**src/sv/ptoc_pkg.sv**
```systemverilog
`default_nettype none

package ptoc_pkg;

  localparam int unsigned MAX_SIDE     = 4096;
  localparam int unsigned MAX_CHANNELS = 4;

  localparam int unsigned SIDE_W     = 13;
  localparam int unsigned COORD_W    = 12;
  localparam int unsigned CHAN_W     = 8;
  localparam int unsigned CNT_W      = 3;
  localparam int unsigned MODE_W     = 2;
  localparam int unsigned THR_W      = 17;
  localparam int unsigned SUM_W      = 10;
  localparam int unsigned DIFF_W     = SIDE_W + 1;
  localparam int unsigned FRAC_W     = 16;
  localparam int unsigned PROD_W     = 27;
  localparam int unsigned NUM_W      = 34;
  localparam int unsigned INDEX_W    = 24;
  localparam int unsigned VALUE_W    = 8;
  localparam int unsigned DIV_BITS   = 7;
  localparam int unsigned CFG_IDX_W  = 3;
  localparam int unsigned CFG_DATA_W = 17;
  localparam int unsigned LATENCY    = 12;

  localparam int unsigned DIV3_W     = 20;
  localparam int unsigned DIV3_SHIFT = 11;
  localparam logic [DIV3_W-1:0] DIV3_MUL = 20'd683;
  localparam logic [NUM_W-1:0]  NUM_MUL  = 34'd98;

  localparam logic [MODE_W-1:0] MODE_TRINARY = 2'd0;
  localparam logic [MODE_W-1:0] MODE_SCALED  = 2'd1;
  localparam logic [MODE_W-1:0] MODE_RAW     = 2'd2;

  localparam logic [CFG_IDX_W-1:0] REG_MAP_WIDTH     = 3'd0;
  localparam logic [CFG_IDX_W-1:0] REG_MAP_HEIGHT    = 3'd1;
  localparam logic [CFG_IDX_W-1:0] REG_CHANNEL_COUNT = 3'd2;
  localparam logic [CFG_IDX_W-1:0] REG_ALPHA_PRESENT = 3'd3;
  localparam logic [CFG_IDX_W-1:0] REG_INVERT_COLORS = 3'd4;
  localparam logic [CFG_IDX_W-1:0] REG_MAP_MODE      = 3'd5;
  localparam logic [CFG_IDX_W-1:0] REG_OCC_THRESHOLD = 3'd6;
  localparam logic [CFG_IDX_W-1:0] REG_FREE_THRESHOLD = 3'd7;

  localparam logic [THR_W-1:0] OCC_THR_RESET  = 17'd42598;
  localparam logic [THR_W-1:0] FREE_THR_RESET = 17'd12452;

  localparam logic [VALUE_W-1:0] VAL_FREE       = 8'd0;
  localparam logic [VALUE_W-1:0] VAL_SCALED_MIN = 8'd1;
  localparam logic [VALUE_W-1:0] VAL_OCCUPIED   = 8'd100;
  localparam logic [VALUE_W-1:0] VAL_UNKNOWN    = 8'd255;

  typedef struct packed {
    logic [COORD_W-1:0] pixel_column;
    logic [COORD_W-1:0] pixel_row;
    logic [CHAN_W-1:0]  chan_zero;
    logic [CHAN_W-1:0]  chan_one;
    logic [CHAN_W-1:0]  chan_two;
    logic [CHAN_W-1:0]  chan_three;
  } pix_t;

  typedef struct packed {
    logic [INDEX_W-1:0] cell_index;
    logic [VALUE_W-1:0] cell_value;
  } cell_t;

  typedef struct packed {
    logic [SIDE_W-1:0] width;
    logic [SIDE_W-1:0] height;
    logic [CNT_W-1:0]  chans;
    logic              alpha;
    logic              invert;
    logic [MODE_W-1:0] mode;
    logic [THR_W-1:0]  occ_thr;
    logic [THR_W-1:0]  free_thr;
  } cfg_t;

  typedef struct packed {
    logic [INDEX_W-1:0] index_prod;
    logic [COORD_W-1:0] col;
    logic [PROD_W-1:0]  d;
    logic [PROD_W-1:0]  occ_lim;
    logic [PROD_W-1:0]  free_lim;
    logic [VALUE_W-1:0] raw_value;
    logic               alpha_zero;
  } prep_t;

  typedef struct packed {
    logic [INDEX_W-1:0] index;
    logic [VALUE_W-1:0] value_fix;
    logic               need_div;
  } side_t;

  typedef struct packed {
    side_t             side;
    logic [NUM_W-1:0]  num;
    logic [PROD_W-1:0] den;
  } div_in_t;

  typedef struct packed {
    side_t               side;
    logic [DIV_BITS-1:0] quo;
  } div_out_t;

endpackage

`default_nettype wire

```
**src/sv/ptoc_cfg_regs.sv**
```systemverilog
`default_nettype none

module ptoc_cfg_regs (
  input  wire logic                             clk_i,
  input  wire logic                             rst_ni,
  input  wire logic                             cfg_we_i,
  input  wire logic [ptoc_pkg::CFG_IDX_W-1:0]   cfg_idx_i,
  input  wire logic [ptoc_pkg::CFG_DATA_W-1:0]  cfg_wdata_i,
  output ptoc_pkg::cfg_t                        cfg_o
);

  ptoc_pkg::cfg_t cfg_q;
  logic [ptoc_pkg::SIDE_W-1:0] side_raw;
  logic [ptoc_pkg::SIDE_W-1:0] side_clamped;
  logic [ptoc_pkg::CNT_W-1:0]  cnt_raw;
  logic [ptoc_pkg::CNT_W-1:0]  cnt_clamped;

  // Sizes and the channel count are saturated into their legal ranges on write.
  always_comb begin
    side_raw = cfg_wdata_i[ptoc_pkg::SIDE_W-1:0];
    cnt_raw  = cfg_wdata_i[ptoc_pkg::CNT_W-1:0];
    if (side_raw == '0) begin
      side_clamped = ptoc_pkg::SIDE_W'(1);
    end else if (side_raw > ptoc_pkg::SIDE_W'(ptoc_pkg::MAX_SIDE)) begin
      side_clamped = ptoc_pkg::SIDE_W'(ptoc_pkg::MAX_SIDE);
    end else begin
      side_clamped = side_raw;
    end
    if (cnt_raw == '0) begin
      cnt_clamped = ptoc_pkg::CNT_W'(1);
    end else if (cnt_raw > ptoc_pkg::CNT_W'(ptoc_pkg::MAX_CHANNELS)) begin
      cnt_clamped = ptoc_pkg::CNT_W'(ptoc_pkg::MAX_CHANNELS);
    end else begin
      cnt_clamped = cnt_raw;
    end
  end

  always_ff @(posedge clk_i or negedge rst_ni) begin
    if (!rst_ni) begin
      cfg_q.width    <= ptoc_pkg::SIDE_W'(1);
      cfg_q.height   <= ptoc_pkg::SIDE_W'(1);
      cfg_q.chans    <= ptoc_pkg::CNT_W'(1);
      cfg_q.alpha    <= 1'b0;
      cfg_q.invert   <= 1'b0;
      cfg_q.mode     <= ptoc_pkg::MODE_TRINARY;
      cfg_q.occ_thr  <= ptoc_pkg::OCC_THR_RESET;
      cfg_q.free_thr <= ptoc_pkg::FREE_THR_RESET;
    end else if (cfg_we_i) begin
      case (cfg_idx_i)
        ptoc_pkg::REG_MAP_WIDTH:      cfg_q.width    <= side_clamped;
        ptoc_pkg::REG_MAP_HEIGHT:     cfg_q.height   <= side_clamped;
        ptoc_pkg::REG_CHANNEL_COUNT:  cfg_q.chans    <= cnt_clamped;
        ptoc_pkg::REG_ALPHA_PRESENT:  cfg_q.alpha    <= cfg_wdata_i[0];
        ptoc_pkg::REG_INVERT_COLORS:  cfg_q.invert   <= cfg_wdata_i[0];
        ptoc_pkg::REG_MAP_MODE:       cfg_q.mode     <= cfg_wdata_i[ptoc_pkg::MODE_W-1:0];
        ptoc_pkg::REG_OCC_THRESHOLD:  cfg_q.occ_thr  <= cfg_wdata_i[ptoc_pkg::THR_W-1:0];
        ptoc_pkg::REG_FREE_THRESHOLD: cfg_q.free_thr <= cfg_wdata_i[ptoc_pkg::THR_W-1:0];
        default: begin
        end
      endcase
    end
  end

  assign cfg_o = cfg_q;

endmodule

`default_nettype wire

```
**src/sv/ptoc_prep.sv**
```systemverilog
`default_nettype none

module ptoc_prep (
  input  wire logic            clk_i,
  input  wire logic            rst_ni,
  input  wire logic            valid_i,
  input  wire ptoc_pkg::pix_t  pix_i,
  input  wire ptoc_pkg::cfg_t  cfg_i,
  output logic                 valid_o,
  output ptoc_pkg::prep_t      prep_o
);

  logic [ptoc_pkg::CNT_W-1:0]    n;
  logic [ptoc_pkg::SUM_W-1:0]    s_sum;
  logic [ptoc_pkg::SUM_W-1:0]    scale;
  logic [ptoc_pkg::SUM_W-1:0]    s_eff;
  logic                          alpha_zero;
  logic signed [ptoc_pkg::DIFF_W-1:0]   row_diff;
  logic signed [2*ptoc_pkg::DIFF_W-1:0] index_prod;

  logic                          s1_valid_q;
  logic [ptoc_pkg::SUM_W-1:0]    s1_s_q;
  logic [ptoc_pkg::CNT_W-1:0]    s1_n_q;
  logic [ptoc_pkg::SUM_W-1:0]    s1_scale_q;
  logic                          s1_alpha_zero_q;
  logic [ptoc_pkg::COORD_W-1:0]  s1_col_q;
  logic [ptoc_pkg::INDEX_W-1:0]  s1_index_q;

  logic [ptoc_pkg::DIV3_W-1:0]   div3_prod;
  logic [ptoc_pkg::VALUE_W-1:0]  raw_value;
  ptoc_pkg::prep_t               prep_d;
  ptoc_pkg::prep_t               prep_q;
  logic                          s2_valid_q;

  always_comb begin
    if (cfg_i.mode == ptoc_pkg::MODE_TRINARY || !cfg_i.alpha) begin
      n = cfg_i.chans;
    end else begin
      n = cfg_i.chans - ptoc_pkg::CNT_W'(1);
    end
    if (n == '0) begin
      n = ptoc_pkg::CNT_W'(1);
    end

    s_sum = ptoc_pkg::SUM_W'(pix_i.chan_zero);
    if (n > ptoc_pkg::CNT_W'(1)) begin
      s_sum = s_sum + ptoc_pkg::SUM_W'(pix_i.chan_one);
    end
    if (n > ptoc_pkg::CNT_W'(2)) begin
      s_sum = s_sum + ptoc_pkg::SUM_W'(pix_i.chan_two);
    end
    if (n > ptoc_pkg::CNT_W'(3)) begin
      s_sum = s_sum + ptoc_pkg::SUM_W'(pix_i.chan_three);
    end

    // Full scale is 255 per averaged channel.
    scale = ptoc_pkg::SUM_W'({n, 8'h00} - {8'h00, n});
    s_eff = cfg_i.invert ? (scale - s_sum) : s_sum;

    case (cfg_i.chans)
      3'd2:    alpha_zero = (pix_i.chan_one == '0);
      3'd3:    alpha_zero = (pix_i.chan_two == '0);
      3'd4:    alpha_zero = (pix_i.chan_three == '0);
      default: alpha_zero = 1'b0;
    endcase

    // Rows count from the bottom of the map; the index wraps modulo its width.
    row_diff = $signed(ptoc_pkg::DIFF_W'({1'b0, cfg_i.height}) - ptoc_pkg::DIFF_W'(1)
                       - ptoc_pkg::DIFF_W'(pix_i.pixel_row));
    index_prod = (2*ptoc_pkg::DIFF_W)'($signed({1'b0, cfg_i.width}))
                 * (2*ptoc_pkg::DIFF_W)'(row_diff);
  end

  always_ff @(posedge clk_i or negedge rst_ni) begin
    if (!rst_ni) begin
      s1_valid_q <= 1'b0;
    end else begin
      s1_valid_q <= valid_i;
    end
  end

  always_ff @(posedge clk_i) begin
    s1_s_q          <= s_eff;
    s1_n_q          <= n;
    s1_scale_q      <= scale;
    s1_alpha_zero_q <= alpha_zero;
    s1_col_q        <= pix_i.pixel_column;
    s1_index_q      <= index_prod[ptoc_pkg::INDEX_W-1:0];
  end

  always_comb begin
    div3_prod = ptoc_pkg::DIV3_W'(s1_s_q) * ptoc_pkg::DIV3_MUL;
    case (s1_n_q)
      3'd2:    raw_value = s1_s_q[ptoc_pkg::VALUE_W:1];
      3'd3:    raw_value = div3_prod[ptoc_pkg::DIV3_SHIFT +: ptoc_pkg::VALUE_W];
      3'd4:    raw_value = s1_s_q[ptoc_pkg::VALUE_W+1:2];
      default: raw_value = s1_s_q[ptoc_pkg::VALUE_W-1:0];
    endcase

    prep_d.index_prod = s1_index_q;
    prep_d.col        = s1_col_q;
    prep_d.d          = ptoc_pkg::PROD_W'({s1_scale_q - s1_s_q, {ptoc_pkg::FRAC_W{1'b0}}});
    prep_d.occ_lim    = ptoc_pkg::PROD_W'(cfg_i.occ_thr) * ptoc_pkg::PROD_W'(s1_scale_q);
    prep_d.free_lim   = ptoc_pkg::PROD_W'(cfg_i.free_thr) * ptoc_pkg::PROD_W'(s1_scale_q);
    prep_d.raw_value  = raw_value;
    prep_d.alpha_zero = s1_alpha_zero_q;
  end

  always_ff @(posedge clk_i or negedge rst_ni) begin
    if (!rst_ni) begin
      s2_valid_q <= 1'b0;
    end else begin
      s2_valid_q <= s1_valid_q;
    end
  end

  always_ff @(posedge clk_i) begin
    prep_q <= prep_d;
  end

  assign valid_o = s2_valid_q;
  assign prep_o  = prep_q;

endmodule

`default_nettype wire

```
**src/sv/ptoc_classify.sv**
```systemverilog
`default_nettype none

module ptoc_classify (
  input  wire logic            clk_i,
  input  wire logic            rst_ni,
  input  wire logic            valid_i,
  input  wire ptoc_pkg::prep_t prep_i,
  input  wire ptoc_pkg::cfg_t  cfg_i,
  output logic                 valid_o,
  output ptoc_pkg::div_in_t    div_o
);

  ptoc_pkg::side_t               side_d;
  logic [ptoc_pkg::PROD_W-1:0]   r_d;
  logic [ptoc_pkg::PROD_W-1:0]   den_d;

  logic                          s3_valid_q;
  ptoc_pkg::side_t               s3_side_q;
  logic [ptoc_pkg::PROD_W-1:0]   s3_r_q;
  logic [ptoc_pkg::PROD_W-1:0]   s3_den_q;

  logic                          s4_valid_q;
  ptoc_pkg::div_in_t             div_d;
  ptoc_pkg::div_in_t             div_q;

  always_comb begin
    side_d.index     = prep_i.index_prod + ptoc_pkg::INDEX_W'(prep_i.col);
    side_d.need_div  = 1'b0;
    side_d.value_fix = ptoc_pkg::VAL_SCALED_MIN;
    if (cfg_i.mode == ptoc_pkg::MODE_RAW) begin
      side_d.value_fix = prep_i.raw_value;
    end else if (prep_i.d > prep_i.occ_lim) begin
      side_d.value_fix = ptoc_pkg::VAL_OCCUPIED;
    end else if (prep_i.d < prep_i.free_lim) begin
      side_d.value_fix = ptoc_pkg::VAL_FREE;
    end else if (cfg_i.mode == ptoc_pkg::MODE_TRINARY || prep_i.alpha_zero) begin
      side_d.value_fix = ptoc_pkg::VAL_UNKNOWN;
    end else if (cfg_i.occ_thr > cfg_i.free_thr) begin
      side_d.need_div = 1'b1;
    end
    r_d   = prep_i.d - prep_i.free_lim;
    den_d = prep_i.occ_lim - prep_i.free_lim;
  end

  always_ff @(posedge clk_i or negedge rst_ni) begin
    if (!rst_ni) begin
      s3_valid_q <= 1'b0;
      s4_valid_q <= 1'b0;
    end else begin
      s3_valid_q <= valid_i;
      s4_valid_q <= s3_valid_q;
    end
  end

  always_ff @(posedge clk_i) begin
    s3_side_q <= side_d;
    s3_r_q    <= r_d;
    s3_den_q  <= den_d;
  end

  always_comb begin
    div_d.side = s3_side_q;
    div_d.num  = ptoc_pkg::NUM_W'(s3_r_q) * ptoc_pkg::NUM_MUL;
    div_d.den  = s3_den_q;
  end

  always_ff @(posedge clk_i) begin
    div_q <= div_d;
  end

  assign valid_o = s4_valid_q;
  assign div_o   = div_q;

endmodule

`default_nettype wire

```
**src/sv/ptoc_div.sv**
```systemverilog
`default_nettype none

module ptoc_div (
  input  wire logic              clk_i,
  input  wire logic              rst_ni,
  input  wire logic              valid_i,
  input  wire ptoc_pkg::div_in_t div_i,
  output logic                   valid_o,
  output ptoc_pkg::div_out_t     res_o
);

  // For a cell that needs the division the quotient never exceeds 98, so one restoring step per quotient bit suffices.
  logic                               in_valid [ptoc_pkg::DIV_BITS];
  ptoc_pkg::side_t                    in_side  [ptoc_pkg::DIV_BITS];
  logic [ptoc_pkg::NUM_W-1:0]         in_rem   [ptoc_pkg::DIV_BITS];
  logic [ptoc_pkg::PROD_W-1:0]        in_den   [ptoc_pkg::DIV_BITS];
  logic [ptoc_pkg::DIV_BITS-1:0]      in_quo   [ptoc_pkg::DIV_BITS];

  logic                               valid_q  [ptoc_pkg::DIV_BITS];
  ptoc_pkg::side_t                    side_q   [ptoc_pkg::DIV_BITS];
  logic [ptoc_pkg::NUM_W-1:0]         rem_d    [ptoc_pkg::DIV_BITS];
  logic [ptoc_pkg::NUM_W-1:0]         rem_q    [ptoc_pkg::DIV_BITS];
  logic [ptoc_pkg::PROD_W-1:0]        den_q    [ptoc_pkg::DIV_BITS];
  logic [ptoc_pkg::DIV_BITS-1:0]      quo_d    [ptoc_pkg::DIV_BITS];
  logic [ptoc_pkg::DIV_BITS-1:0]      quo_q    [ptoc_pkg::DIV_BITS];

  for (genvar k = 0; k < ptoc_pkg::DIV_BITS; k++) begin : g_stage
    localparam int unsigned BIT = ptoc_pkg::DIV_BITS - 1 - k;
    logic [ptoc_pkg::NUM_W-1:0] shifted;
    logic                       fits;

    if (k == 0) begin : g_first
      assign in_valid[k] = valid_i;
      assign in_side[k]  = div_i.side;
      assign in_rem[k]   = div_i.num;
      assign in_den[k]   = div_i.den;
      assign in_quo[k]   = '0;
    end else begin : g_next
      assign in_valid[k] = valid_q[k-1];
      assign in_side[k]  = side_q[k-1];
      assign in_rem[k]   = rem_q[k-1];
      assign in_den[k]   = den_q[k-1];
      assign in_quo[k]   = quo_q[k-1];
    end

    always_comb begin
      shifted     = ptoc_pkg::NUM_W'(in_den[k]) << BIT;
      fits        = (in_rem[k] >= shifted);
      rem_d[k]    = fits ? (in_rem[k] - shifted) : in_rem[k];
      quo_d[k]    = in_quo[k];
      quo_d[k][BIT] = fits;
    end

    always_ff @(posedge clk_i or negedge rst_ni) begin
      if (!rst_ni) begin
        valid_q[k] <= 1'b0;
      end else begin
        valid_q[k] <= in_valid[k];
      end
    end

    always_ff @(posedge clk_i) begin
      side_q[k] <= in_side[k];
      rem_q[k]  <= rem_d[k];
      den_q[k]  <= in_den[k];
      quo_q[k]  <= quo_d[k];
    end
  end

  assign valid_o    = valid_q[ptoc_pkg::DIV_BITS-1];
  assign res_o.side = side_q[ptoc_pkg::DIV_BITS-1];
  assign res_o.quo  = quo_q[ptoc_pkg::DIV_BITS-1];

endmodule

`default_nettype wire

```
**src/sv/pixel_to_occupancy_cell.sv**
```systemverilog
// Channel  Dir  Handshake                   Payload
// pixel    in   start high, busy low        pixel_i   (ptoc_pkg::pix_t)
// cell     out  done_o high for one cycle   cell_o    (ptoc_pkg::cell_t)
// config   in   cfg_we_i high               cfg_idx_i, cfg_wdata_i
//
// One pixel word is taken in every cycle; busy is high only in the first cycle after reset.
// Between a pixel and its cell word lie five arithmetic stages
// (sum, products, compares, scaling, output) around a seven-stage quotient pipeline.
// Reset is asynchronous and clears the pipeline valid bits and the config registers.
// The receiver cannot stall, so done_o is a single-cycle strobe per word.
`default_nettype none

module pixel_to_occupancy_cell (
  input  wire logic                             clk_i,
  input  wire logic                             rst_ni,
  input  wire logic                             start,
  output logic                                  busy,
  input  wire ptoc_pkg::pix_t                   pixel_i,
  output logic                                  done_o,
  output ptoc_pkg::cell_t                       cell_o,
  input  wire logic                             cfg_we_i,
  input  wire logic [ptoc_pkg::CFG_IDX_W-1:0]   cfg_idx_i,
  input  wire logic [ptoc_pkg::CFG_DATA_W-1:0]  cfg_wdata_i
);

  ptoc_pkg::cfg_t     cfg;
  logic               busy_q;
  logic               take;
  logic               prep_valid;
  ptoc_pkg::prep_t    prep;
  logic               cls_valid;
  ptoc_pkg::div_in_t  div_in;
  logic               div_valid;
  ptoc_pkg::div_out_t div_res;
  logic               done_q;
  ptoc_pkg::cell_t    cell_d;
  ptoc_pkg::cell_t    cell_q;

  always_ff @(posedge clk_i or negedge rst_ni) begin
    if (!rst_ni) begin
      busy_q <= 1'b1;
    end else begin
      busy_q <= 1'b0;
    end
  end

  assign take = start && !busy_q;

  ptoc_cfg_regs u_cfg (
    .clk_i       (clk_i),
    .rst_ni      (rst_ni),
    .cfg_we_i    (cfg_we_i),
    .cfg_idx_i   (cfg_idx_i),
    .cfg_wdata_i (cfg_wdata_i),
    .cfg_o       (cfg)
  );

  ptoc_prep u_prep (
    .clk_i   (clk_i),
    .rst_ni  (rst_ni),
    .valid_i (take),
    .pix_i   (pixel_i),
    .cfg_i   (cfg),
    .valid_o (prep_valid),
    .prep_o  (prep)
  );

  ptoc_classify u_cls (
    .clk_i   (clk_i),
    .rst_ni  (rst_ni),
    .valid_i (prep_valid),
    .prep_i  (prep),
    .cfg_i   (cfg),
    .valid_o (cls_valid),
    .div_o   (div_in)
  );

  ptoc_div u_div (
    .clk_i   (clk_i),
    .rst_ni  (rst_ni),
    .valid_i (cls_valid),
    .div_i   (div_in),
    .valid_o (div_valid),
    .res_o   (div_res)
  );

  always_comb begin
    cell_d.cell_index = div_res.side.index;
    if (div_res.side.need_div) begin
      cell_d.cell_value = ptoc_pkg::VAL_SCALED_MIN + ptoc_pkg::VALUE_W'(div_res.quo);
    end else begin
      cell_d.cell_value = div_res.side.value_fix;
    end
  end

  always_ff @(posedge clk_i or negedge rst_ni) begin
    if (!rst_ni) begin
      done_q <= 1'b0;
    end else begin
      done_q <= div_valid;
    end
  end

  always_ff @(posedge clk_i) begin
    cell_q <= cell_d;
  end

  assign busy   = busy_q;
  assign done_o = done_q;
  assign cell_o = cell_q;

endmodule

`default_nettype wire

```
**config.mk**
```make
export PLATFORM = sky130hd
export DESIGN_NAME = pixel_to_occupancy_cell
export DESIGN_NICKNAME = d
export VERILOG_FILES = /design/src/sv/ptoc_pkg.sv /design/src/sv/ptoc_cfg_regs.sv /design/src/sv/ptoc_prep.sv /design/src/sv/ptoc_classify.sv /design/src/sv/ptoc_div.sv /design/src/sv/pixel_to_occupancy_cell.sv
export SDC_FILE = /design/constraint.sdc
export NUM_CORES = 2
export LEC_CHECK = 0
export BUFFER_PORTS_ARGS = -buffer_cell sky130_fd_sc_hd__buf_2
export CAP_MARGIN = 20
export CELL_PAD_IN_SITES_DETAIL_PLACEMENT = 1
export CELL_PAD_IN_SITES_GLOBAL_PLACEMENT = 1
export CORE_MARGIN = 2
export CORE_UTILIZATION = 50
export DETAILED_ROUTE_END_ITERATION = 8
export PLACE_DENSITY = 0.79
export SYNTH_ARGS = -nofsm -noshare
export SYNTH_HDL_FRONTEND = slang
export SYNTH_SLANG_ARGS = --single-unit
```
**constraint.sdc**
```tcl
create_clock -name clk_i -period 9.1 [get_ports clk_i]
set_clock_uncertainty 0.2 [all_clocks]
set_input_delay 1.365 -clock clk_i [delete_from_list [all_inputs] [get_ports clk_i]]
set_output_delay 1.365 -clock clk_i [all_outputs]
set_load 0.005 [all_outputs]
```
==> results.toml <==
[run_status]
result_of_the_run = "completed"

[worst_setup_path]
cp_slowest_stage_delay_ns = 0.60
endpoint = "u_prep.s1_index_q[20]"
timing.critical_path.from = "pixel_i[32]"
crit_path_end_kind = "flip-flop"
worst_path_most_repeated_cell = "sky130_fd_sc_hd__fa_1"
critical_path.max_fanout = 13
regToRegSetupSlack_ns = 0.95
criticalPathCategory = "primary input to flip-flop"
crit_slowest_cell = "sky130_fd_sc_hd__a2111oi_0"
worstPathRequired_ns = 9.45
critical_path_source_type = "primary input"
ff2ff_path_depth = 29
r2r-end = "u_prep.s1_index_q[20]"
cp_data_arrival_time_ns = 8.71
timing.rr.start = "u_cfg.cfg_o[41]"

[routing]
postRouteWirelength_um = 156000
drt_first_iter_violations = 1834
ant_nets = 0
route.vias.total = 42788
routedWlPerCell_um = 19.5
drt_pass1_iterations = 5
detail_routed_via_count_per_cell = 5.36
residual_drc_count = 0

[cells_and_area]
flow.area_growth_from_synthesis_pct = 10.5
drive_above_1_share_pct = 7.15
count_of_placed_standard_cells_in_the_final_layout_fillers_left_out = 7990
num_antenna_cells = 0
num-nets-final = 7467

[grt]
grt_antenna_before_repair = 5
vias_in_the_first_global_route = 47636
overflow = 0
grt_pass1_wl_um = 252000
largest_net_degree_at_the_start_of_global_routing = 81
track_usage_pct = 25.7

[clock_tree]
cts_root_buffer = "sky130_fd_sc_hd__clkbuf_16"
cts.sinks = 1076
hold_buffers = 0
cts.htree.levels = 3
postCtsSetupRepairBufs = 0
tritoncts = "built"
cts_clk_pin_slew_worst_paths_ns = 0.07
post_cts_resize_count = 0
cts_buffer_depth = 3
clock_latency_reported_for_the_late_side_of_the_worst_skew_pair_ns = 0.73
cts_made_buffers = 108

[synth]
synth-warning-count = 0
netlist_area_um2 = 60400
syn_area_per_cell_um2 = 9.86
gate_count_of_the_mapped_netlist = 6129
synth_seq_cells = 1076
synth_cell_types = 87
synth_async_sr_flop_share_pct = 7.43
number_of_enable_flip_flop_cells_after_synthesis = 0
synth_sequential_area_ratio_pct = 36.3
synth_flop_cell = "sky130_fd_sc_hd__dfxtp_1"

[min_path]
hold_path.class = "flip-flop to flip-flop"

[sta]
rsz0062_at_grt = "no"
post-route-min-period_ns = 8.36
fin_crit_sh_pct = 91.9
setup_failing_eps_final = 0
postLayoutSetupSlackWorst_ns = 0.738
max-slew-margin-rel_pct = 25.8
timing_max_transition_violations_final = 0
timing.fmax_mhz = 120
timing_hold_violations_final = 0
tns_ns = 0
timing_worst_slew_pin_value_ns = 1.11

[placement]
globalplace.congestion = 0.912
portBuffers = 113
place_worst_setup_slack_ns = 0.224
post-place-cells = 7787
post-dp-hpwl_um = 122000

[floorplanning]
core_box_area_um2 = 120000
die-width_um = 352
die_area_um2 = 124000
initial_utilization_pct = 50.4
i_o_pin_count = 114
floorplan.die.height_um = 352
placementRows = 127

[run]
max-cap-violations = 0
## cell usage in the layout (no fill, tap or decap), types with 76 or more instances in the layout
cell type                   count
sky130_fd_sc_hd__a21o_1       134
sky130_fd_sc_hd__a21oi_1      335
sky130_fd_sc_hd__and2_1       170
sky130_fd_sc_hd__buf_2        112
sky130_fd_sc_hd__clkbuf_16    108
sky130_fd_sc_hd__dfxtp_1      994
sky130_fd_sc_hd__fa_1         422
sky130_fd_sc_hd__ha_1         677
sky130_fd_sc_hd__inv_1        887
sky130_fd_sc_hd__nand2_1      469
sky130_fd_sc_hd__nor2_1       324
sky130_fd_sc_hd__nor2b_1       85
sky130_fd_sc_hd__nor3_1        76
sky130_fd_sc_hd__o21ai_0      245
sky130_fd_sc_hd__xnor2_1      238
sky130_fd_sc_hd__xor2_1       117
## cell usage after synthesis, types with 17 or more instances
cell / n / area, µm²
sky130_fd_sc_hd__dfxtp_1: 996 / 19900
sky130_fd_sc_hd__nor2_1: 324 / 1220
sky130_fd_sc_hd__or3_1: 24 / 150
sky130_fd_sc_hd__clkbuf_1: 81 / 304
sky130_fd_sc_hd__and2_1: 170 / 1060
sky130_fd_sc_hd__dfrtp_1: 63 / 1580
sky130_fd_sc_hd__o21bai_1: 36 / 270
sky130_fd_sc_hd__o31ai_1: 27 / 203
sky130_fd_sc_hd__nand2_1: 469 / 1760
sky130_fd_sc_hd__nor2b_1: 85 / 532
sky130_fd_sc_hd__o21ai_0: 245 / 1230
sky130_fd_sc_hd__buf_2: 17 / 85.1
sky130_fd_sc_hd__dfstp_2: 17 / 447
sky130_fd_sc_hd__a21o_1: 134 / 1010
sky130_fd_sc_hd__nand4_1: 39 / 244
sky130_fd_sc_hd__a31oi_1: 33 / 206
sky130_fd_sc_hd__fa_1: 422 / 8450
sky130_fd_sc_hd__inv_1: 887 / 3330
sky130_fd_sc_hd__o211ai_1: 19 / 143
sky130_fd_sc_hd__nor3_1: 76 / 380
sky130_fd_sc_hd__and3_1: 33 / 206
sky130_fd_sc_hd__nand2b_1: 70 / 438
sky130_fd_sc_hd__a211oi_1: 32 / 240
sky130_fd_sc_hd__mux2_2: 75 / 845
sky130_fd_sc_hd__xnor2_1: 238 / 2080
sky130_fd_sc_hd__xor2_1: 117 / 1020
sky130_fd_sc_hd__ha_1: 677 / 8470
sky130_fd_sc_hd__nand3_1: 69 / 345
sky130_fd_sc_hd__a21oi_1: 335 / 1680
sky130_fd_sc_hd__nor4_1: 25 / 156
sky130_fd_sc_hd__o21a_1: 62 / 465
sky130_fd_sc_hd__a21boi_0: 18 / 135
## worst max-delay path: cells and delay by family
family	cells	cell delay, ns
buf+inv	7	0.54
xor+xnor	2	0.41
compound gates	7	1.75
simple gates	6	0.75
fa+ha+maj	9	3.90
## per-layer routing
layer  GRT usage [%]  up-vias  routed length [µm]
li1                -    20469                   -
met2            47.6      657               80900
met5               0        -                  28
met1            30.4    21361               64500
met4            9.21        4                5740
met3            3.11      297                4930
## metrics by stage
step                util (%)  hold slack (ns)  cell area, µm²
floorplan                  -            0.110           60400
detailed placement      52.4            0.113           62900
global route            55.6           0.0658           66800
finish                  55.6           0.0455           66800
global placement        52.4            0.110           62900
CTS                     55.6           0.0543           66700
## logic make-up (layout without fill, tap and decap cells)
logic type	after synthesis	in the layout	share of synthesized area, %
buf+inv	995	1241	6.24
mux	81	81	1.50
fa+ha+maj	1099	1099	28.0
other cells	2	5	0.0124
simple gates	1454	1454	11.7
xor+xnor	356	356	5.18
compound gates	1066	1066	11.1
flops	1076	1076	36.3
## worst min-delay path by stage
| stage | slack, ns | depth (start not counted) | start | endpoint |
|---|---|---|---|---|
| final | 0.05 | 0 | u_div.quo_q[3][6] | u_div.quo_q[4][6] |
| after global routing | 0.07 | 0 | u_div.quo_q[3][6] | u_div.quo_q[4][6] |
| after CTS | 0.05 | 0 | u_div.quo_q[3][6] | u_div.quo_q[4][6] |
| after detailed placement | 0.11 | 0 | u_cls.div_d[74] | u_cls.div_o[74] |
| after global placement | 0.11 | 0 | u_div.side_q[5][17] | u_div.side_q[6][17] |
| after floorplan | 0.11 | 0 | u_div.side_q[6][11] | cell_o[10] |
## area by class of cell
class / count / area, µm²
well taps: 1612 / 2020
clock inverters: 52 / 831
flip-flops and latches: 1076 / 22000
multi-input cells: 4061 / 34700
clock buffers: 148 / 3000
repair buffers: 150 / 880
inverters: 891 / 3340
fillers: 13319 / 53200
## registers in the layout (all words and copies together) (netlist names), 32 cells and up
name / flops
u_prep.prep_o: 109
u_div.den_q: 162
u_div.rem_q: 198
u_cfg.cfg_o: 67
cell_o: 32
u_cls.div_o: 93
u_cls.div_d: 33
u_div.side_q: 231
Power is not shown: default switching activity piles up to over one toggle a cycle in this logic, so the estimate is an artifact.
